==> src/hdl/pcbp_pkg.sv <==
// ----------------------------------------------------------------------------
// Prefix code bit packer package
// Shared constants, types and helper functions for the bit packer core.
// ----------------------------------------------------------------------------
`default_nettype none

package pcbp_pkg;

  // Size of the code table and the longest code it may hold.
  localparam int unsigned SYMBOL_COUNT = 256;
  localparam int unsigned MAX_CODE_LEN = 32;

  // Stored codes never exceed the 32-bit pattern field.
  localparam int unsigned LEN_LIMIT = (MAX_CODE_LEN < 32) ? MAX_CODE_LEN : 32;
  localparam int unsigned LEN_W     = $clog2(LEN_LIMIT + 1);
  localparam int unsigned SYM_IDX_W = $clog2(SYMBOL_COUNT);

  // Accumulator: up to seven pending bits followed by one full code.
  localparam int unsigned ACC_W     = LEN_LIMIT + 7;
  localparam int unsigned TOT_W     = $clog2(ACC_W + 1);

  // Shared shifter, wide enough for the accumulator and the flush padding.
  localparam int unsigned SH_W      = (ACC_W > 15) ? ACC_W : 15;
  localparam int unsigned SH_AMT_W  = $clog2(SH_W);

  // Command codes.
  localparam logic [1:0] CMD_LOAD   = 2'd0;
  localparam logic [1:0] CMD_ENCODE = 2'd1;
  localparam logic [1:0] CMD_FLUSH  = 2'd2;

  // One code table entry.
  typedef struct packed {
    logic [LEN_W-1:0]     len;
    logic [LEN_LIMIT-1:0] pat;
  } tbl_entry_t;

  // Write request into the code table.
  typedef struct packed {
    logic                 en;
    logic [SYM_IDX_W-1:0] addr;
    tbl_entry_t           entry;
  } tbl_wr_t;

  // Mask that keeps the low len bits of a code pattern.
  function automatic logic [LEN_LIMIT-1:0] pat_mask(logic [LEN_W-1:0] len);
    logic [LEN_LIMIT:0] m;
    m = {(LEN_LIMIT + 1){1'b1}} << len;
    return ~m[LEN_LIMIT-1:0];
  endfunction

endpackage

`default_nettype wire

==> src/hdl/pcbp_shifter.sv <==
// ----------------------------------------------------------------------------
// Shared right shifter
// Logical right shift used for merging codes, extracting bytes and padding.
// ----------------------------------------------------------------------------
`default_nettype none

module pcbp_shifter (
  input  wire logic [pcbp_pkg::SH_W-1:0]     data_i,
  input  wire logic [pcbp_pkg::SH_AMT_W-1:0] amt_i,
  output logic      [pcbp_pkg::SH_W-1:0]     data_o
);

  assign data_o = data_i >> amt_i;

endmodule

`default_nettype wire

==> config.mk <==
export PLATFORM = sky130hd
export DESIGN_NAME = pcbp_shifter
export DESIGN_NICKNAME = d
export VERILOG_FILES = /design/src/hdl/pcbp_pkg.sv /design/src/hdl/pcbp_shifter.sv
export SDC_FILE = /design/constraint.sdc
export NUM_CORES = 1
export LEC_CHECK = 0
export ABC_AREA = 1
export ABC_CLOCK_PERIOD_IN_PS = 3000
export BUFFER_PORTS_ARGS = -buffer_cell sky130_fd_sc_hd__buf_2
export CAP_MARGIN = 0
export CORE_MARGIN = 2
export CORE_UTILIZATION = 34
export DETAILED_ROUTE_END_ITERATION = 12
export GPL_ROUTABILITY_DRIVEN = 0
export SETUP_SLACK_MARGIN = 0.05
export SYNTH_ARGS = -nofsm -noshare
export SYNTH_HDL_FRONTEND = slang
export SYNTH_SLANG_ARGS = --single-unit
export TNS_END_PERCENT = 100
==> constraint.sdc <==
create_clock -name vclk -period 3
set_clock_uncertainty 0.1 [all_clocks]
set_input_delay 0.9 -clock vclk [all_inputs]
set_output_delay 0.9 -clock vclk [all_outputs]
set_load 0.01 [all_outputs]
==> results.cfg, run 1 <==
[placed_design]
preCtsSetupSlack_ps = -97.94
dpl-instance-area_um2 = 2664
placedCellCount = 579
portBuffers = 84
hpwlAfterDp_mm = 6.784

[route]
wl_per_cell_um = 21.26
firstDrtPassIters = 9
drt-total-wl_mm = 12.69
postRouteAntennaNets = 0
routed-via-count = 4098
drc = 0
viasPerCell = 6.864
drtIter0Drc = 604

[worst_setup_path]
cp.required_ps = 2000
arrival_ps = 2180
path_class = input port to primary output
cp_max_fo = 6
start_kind = input port
endpoint_kind = primary output

[final_layout]
final_area_um2 = 3993
drive_gt1_share_pct = 58.43
final_util_pct = 67.04
final_nets = 569
regArea_um2 = 0
antennaDiodeCount = 0
n_sequential_cell = 0
clkbuf_count = 0
area_growth_pct = 88.59
instances_no_fill = 597

[floorplan]
rows = 28
die_w_um = 82.91
core_area_um2 = 5956
io_pins = 84
die_h_um = 82.91
start_util_pct = 35.55
dieArea_um2 = 6874

[sta]
rsz0062_at_grt = yes
worst_pin_slew_ps = 388.4
drv_slew = 0
fin_crit_ps = 3178
worst_slack_ps = -178.4
relSlewSlack_pct = 73.95
hold_viol = 0
fmax_ghz = 0.3146
finalCritPeriodShare_pct = 105.9
finalSetupViolCount = 31

[grt]
antenna_found_initial = 0
grt_pass1_wl_mm = 16.06
track_usage_pct = 26.87
grt_pass1_vias = 3402
grt_start_max_net_pins = 45
grt.overflow.total = 0

[logic_synthesis]
ys_seq_area_share_pct = 0
synth_top_family_by_area = simple AND/OR/NAND/NOR gates
synth_compound_area_share_pct = 5.437
synth_fa_ha_area_share_pct = 0
yosysMostFrequentCell = nand3_1
synthTopCellsByArea = nand3_1 56%, nand2_1 17%, nor2_1 4.1%, buf_2 4.0%, o21ai_1 3.8%
muxShareOfSynthArea_pct = 0
synth-xor-area-share_pct = 0
synth_commonest_cells = 235 x nand3_1, 94 x nand2_1, 23 x nor2_1
synth.avg_cell_area_um2 = 4.833
netlist_instances = 438
synth_simple_gate_area_share_pct = 82.86
synth_top_cell_area_share_pct = 55.56
syn_area_um2 = 2117
ys_warn_count = 0
synth_fp_nets = 483
yosysTopAreaCell = nand3_1
yosysUniqueCellTypes = 19

[run_status]
status = complete, but fails checks
violations = setup timing

[power_and_ir_drop]
vdd_drop_max_v = 0.00009526
leakagePower_nw = 1.872
power_w = 0.0007335
power_density_nw_per_um2 = 183.7

[job]
cap_viol_max_count = 0

[hold_path]
worstHoldPathType = input port to primary output
[routing by layer]
layer,track usage (%),vias to the layer above,part of all wire (%)
li1,-,1718,-
met1,34.58,1840,33
met2,46.19,396,45
met3,1.789,144,12
met4,11.18,0,9.2
met5,0,-,0
[path summary, 6_finish.rpt]
check / start / end / cells after the start
max: amt_i[0] / data_o[14] / 10
min: amt_i[3] / data_o[38] / 5
[cell families (layout without fill, tap and decap cells)]
kind of cell / count (synthesis) / count (layout)
compound gates: 22 / 22
buf+inv: 47 / 131
simple gates: 369 / 369
[report_power, final]
group | switching, W | internal [W] | leakage (nW)
combinational | 0.000456 | 0.000277 | 1.87
sequential | 0 | 0 | 0
clock | 0 | 0 | 0
total | 0.000456 | 0.000277 | 1.87
[stage by stage]
step | hold WS (ps) | TNS [ps]
2_1_floorplan | 1923 | 0
3_3_place_gp | 2160 | -1261
3_5_place_dp | 2157 | -1684
4_1_cts | 2159 | -798.9
5_1_grt | 2230 | -4453
6_report | 2167 | -3139
[critical path: stages]
cell and delay (ps):
buf_12 110, clkinv_8 100, buf_16 150, nand2_1 150
nand3_2 140, nand3_2 150, nand3_1 110, nand3_1 140
o21ai_1 80, buf_2 140
[layout make-up]
cell class / count / area (um^2)
timing repair buffer: 121 / 1012
fill: 473 / 1963
inverter: 10 / 58.81
multi-input combinational: 391 / 2828
tap: 75 / 93.84
[cells in the final DEF (no fill, tap or decap), types with 2 or more instances in the layout]
cell type  Yosys  layout
nand2_2        8      34
o21ai_1       16      11
nand3_1      235     132
nand2_1       94      51
o21ai_2        0       9
nand2_4        2      18
inv_1          6       4
clkinv_1       2       2
buf_4          3      16
nor2_2         0       8
nor2_1        23      14
buf_16         0       3
buf_12         1      10
o211ai_1       2       2
buf_2         17      81
clkbuf_16      0       4
nand3_4        0      24
nand3_2        6      85
buf_6          3       5
[what timing repair did]
item	in CTS	in global routing
buffers inserted	1	9
pin swaps	14	33
hold buffers	0	0
gates cloned	4	4
endpoints found under the setup margin	39	39
gates resized for setup	78	156
hold endpoints to repair	0	0
No activity file was read; power rests on OpenSTA's default activity.
==> run 2, diff against run 1 <==
--- a/config.mk
+++ b/config.mk
@@ -5,11 +5,10 @@
 export SDC_FILE = /design/constraint.sdc
 export NUM_CORES = 1
 export LEC_CHECK = 0
-export ABC_AREA = 1
 export ABC_CLOCK_PERIOD_IN_PS = 3000
 export BUFFER_PORTS_ARGS = -buffer_cell sky130_fd_sc_hd__buf_2
 export CAP_MARGIN = 0
-export CORE_MARGIN = 2
+export CORE_MARGIN = 1.5
 export CORE_UTILIZATION = 34
 export DETAILED_ROUTE_END_ITERATION = 12
 export GPL_ROUTABILITY_DRIVEN = 0
==> results.cfg, run 2 <==
[run_status]
status = complete, but fails checks
violations = setup timing

[final_layout]
layout_commonest_cell = buf_4
instances_no_fill = 557
area_growth_pct = 76.67
final_area_um2 = 4178
final_util_pct = 61.83
drive_gt1_share_pct = 70.44
n_sequential_cell = 0
regArea_um2 = 0
clkbuf_count = 0
final_nets = 524
final_cell_mix = 95 x buf_4, 82 x buf_2, 35 x nor2_1
antennaDiodeCount = 0
n_fill_cell = 601
multi_input_area_um2 = 2645

[worst_setup_path]
endpoint_kind = primary output
cp.required_ps = 2000
cp_max_fo = 5
arrival_ps = 2550
start_kind = input port
path_class = input port to primary output

[grt]
grt_start_max_net_pins = 19
track_usage_pct = 25.80
grt_pass1_vias = 3163
grt_pass1_wl_mm = 15.49
antenna_found_initial = 0
grt.overflow.total = 0

[placed_design]
placedCellCount = 546
portBuffers = 84
hpwlAfterDp_mm = 8.093
preCtsSetupSlack_ps = -645.4
dpl-instance-area_um2 = 3747

[sta]
hold_viol = 0
worst_slack_ps = -546.1
finalCritPeriodShare_pct = 118.2
drv_slew = 0
finalSetupViolCount = 38
worst_pin_slew_ps = 381.2
hold_slack_ps = 2226
fmax_ghz = 0.2820
relSlewSlack_pct = 73.86
fin_crit_ps = 3546
rsz0062_at_grt = yes

[power_and_ir_drop]
power.internal_w = 0.0004085
switchingPower_w = 0.0004008
leakagePower_nw = 1.876
power_density_nw_per_um2 = 193.7
p_comb_share_pct = 100.0
vdd_drop_max_v = 0.0001064
p_sw_share_pct = 49.52
p_seq_share_pct = 0
p_clk_share_pct = 0

[route]
drt-total-wl_mm = 10.16
postRouteAntennaNets = 0
routed-via-count = 3290
wl_per_cell_um = 18.24
viasPerCell = 5.907
firstDrtPassIters = 5
drtIter0Drc = 299
drc = 0

[floorplan]
die_h_um = 86.40
dieArea_um2 = 7464
rows = 30
io_pins = 84
start_util_pct = 35.00
core_area_um2 = 6756
die_w_um = 86.40

[logic_synthesis]
ys_warn_count = 0
yosysUniqueCellTypes = 44
synth_top_cell_area_share_pct = 20.95
synthTopCellsByArea = mux4_2 21%, mux2i_1 15%, mux2_2 11%, nor2_1 7.8%, nand2_1 5.6%
netlist_instances = 309
synth_commonest_cells = 49 x nor2_1, 35 x mux2i_1, 35 x nand2_1
synth.avg_cell_area_um2 = 7.653
yosysTopAreaCell = mux4_2
yosysMostFrequentCell = nor2_1
ys_seq_area_share_pct = 0
syn_area_um2 = 2365
synth_fp_nets = 354

[clock_network]
postCtsHoldBufs = 0

[job]
cap_viol_max_count = 0

[hold_path]
worstHoldPathType = input port to primary output
## run 2: cell types whose count changed in the layout (fill, tap and decap cells not counted), sizes merged, moves of 7 or more
| cell | delta |
|---|---|
| o22ai | +17 |
| nand3 | -238 |
| mux2 | +26 |
| mux2i | +35 |
| nand2 | -69 |
| buf | +81 |
| mux4 | +22 |
| nor3 | +9 |
| nor2 | +26 |
| o21ai | -7 |
| a211oi | +10 |
| a21oi | +13 |
## run 2: final cells by class
class / instances / share of cell area, %
tap: 80 / 2.396
inverter: 6 / 0.6589
multi-input combinational: 274 / 63.31
timing repair buffer: 197 / 33.63
## run 2: path summary, 6_finish.rpt
kind,start,end,slack [ps],cells after the start
setup / recovery,amt_i[0],data_o[6],-550,8
hold / removal,amt_i[3],data_o[7],2230,4
## run 2: what timing repair did
| item | 4_1_cts | 5_1_grt |
|---|---|---|
| buffers inserted | 7 | 4 |
| endpoints found under the setup margin | 39 | 39 |
| pin swaps | 5 | 7 |
| resized for setup | 55 | 31 |
| gates cloned | 1 | 0 |
## run 2: kinds of logic after synthesis
group	count (synthesis)	synth area share, %
buffers and inverters	35	8.836
AOI/OAI and AO/OA	81	23.02
and+or+nand+nor	110	19.68
muxes	83	48.47
## run 2: worst max-delay path: stages
cell and delay, ps:
buf_12 100, buf_6 110, mux2_2 350, mux4_2 520, nor2_1 110, a21oi_1 50, a211o_1 270, buf_2 140
## run 2: through the flow
step	total power, W	setup TNS, ps
2_1_floorplan	0.0004071	-5329
3_3_place_gp	0.0006858	-17840
3_5_place_dp	0.0006959	-19330
4_1_cts	0.0007607	-14670
5_1_grt	0.0008546	-17140
6_report	0.0008093	-15490
## run 2: power by group through the flow
| stage | Combinational, W | Sequential (W) | Clock [W] |
|---|---|---|---|
| after floorplan | 0.000407 | 0 | 0 |
| after global placement | 0.000686 | 0 | 0 |
| after detailed placement | 0.000696 | 0 | 0 |
| after CTS | 0.000761 | 0 | 0 |
| after global routing | 0.000855 | 0 | 0 |
| final | 0.000809 | 0 | 0 |
## run 2: per-layer routing
layer  global-route usage, %  share of wire [%]  routed length [um]  vias up
li1                        -                  -                   -     1530
met1                   34.43                 43                4320     1592
met2                   45.67                 49                5012      142
met3                   1.429                5.4                 549       26
met4                   6.158                2.7                 278        0
met5                       0                  0                   0        -
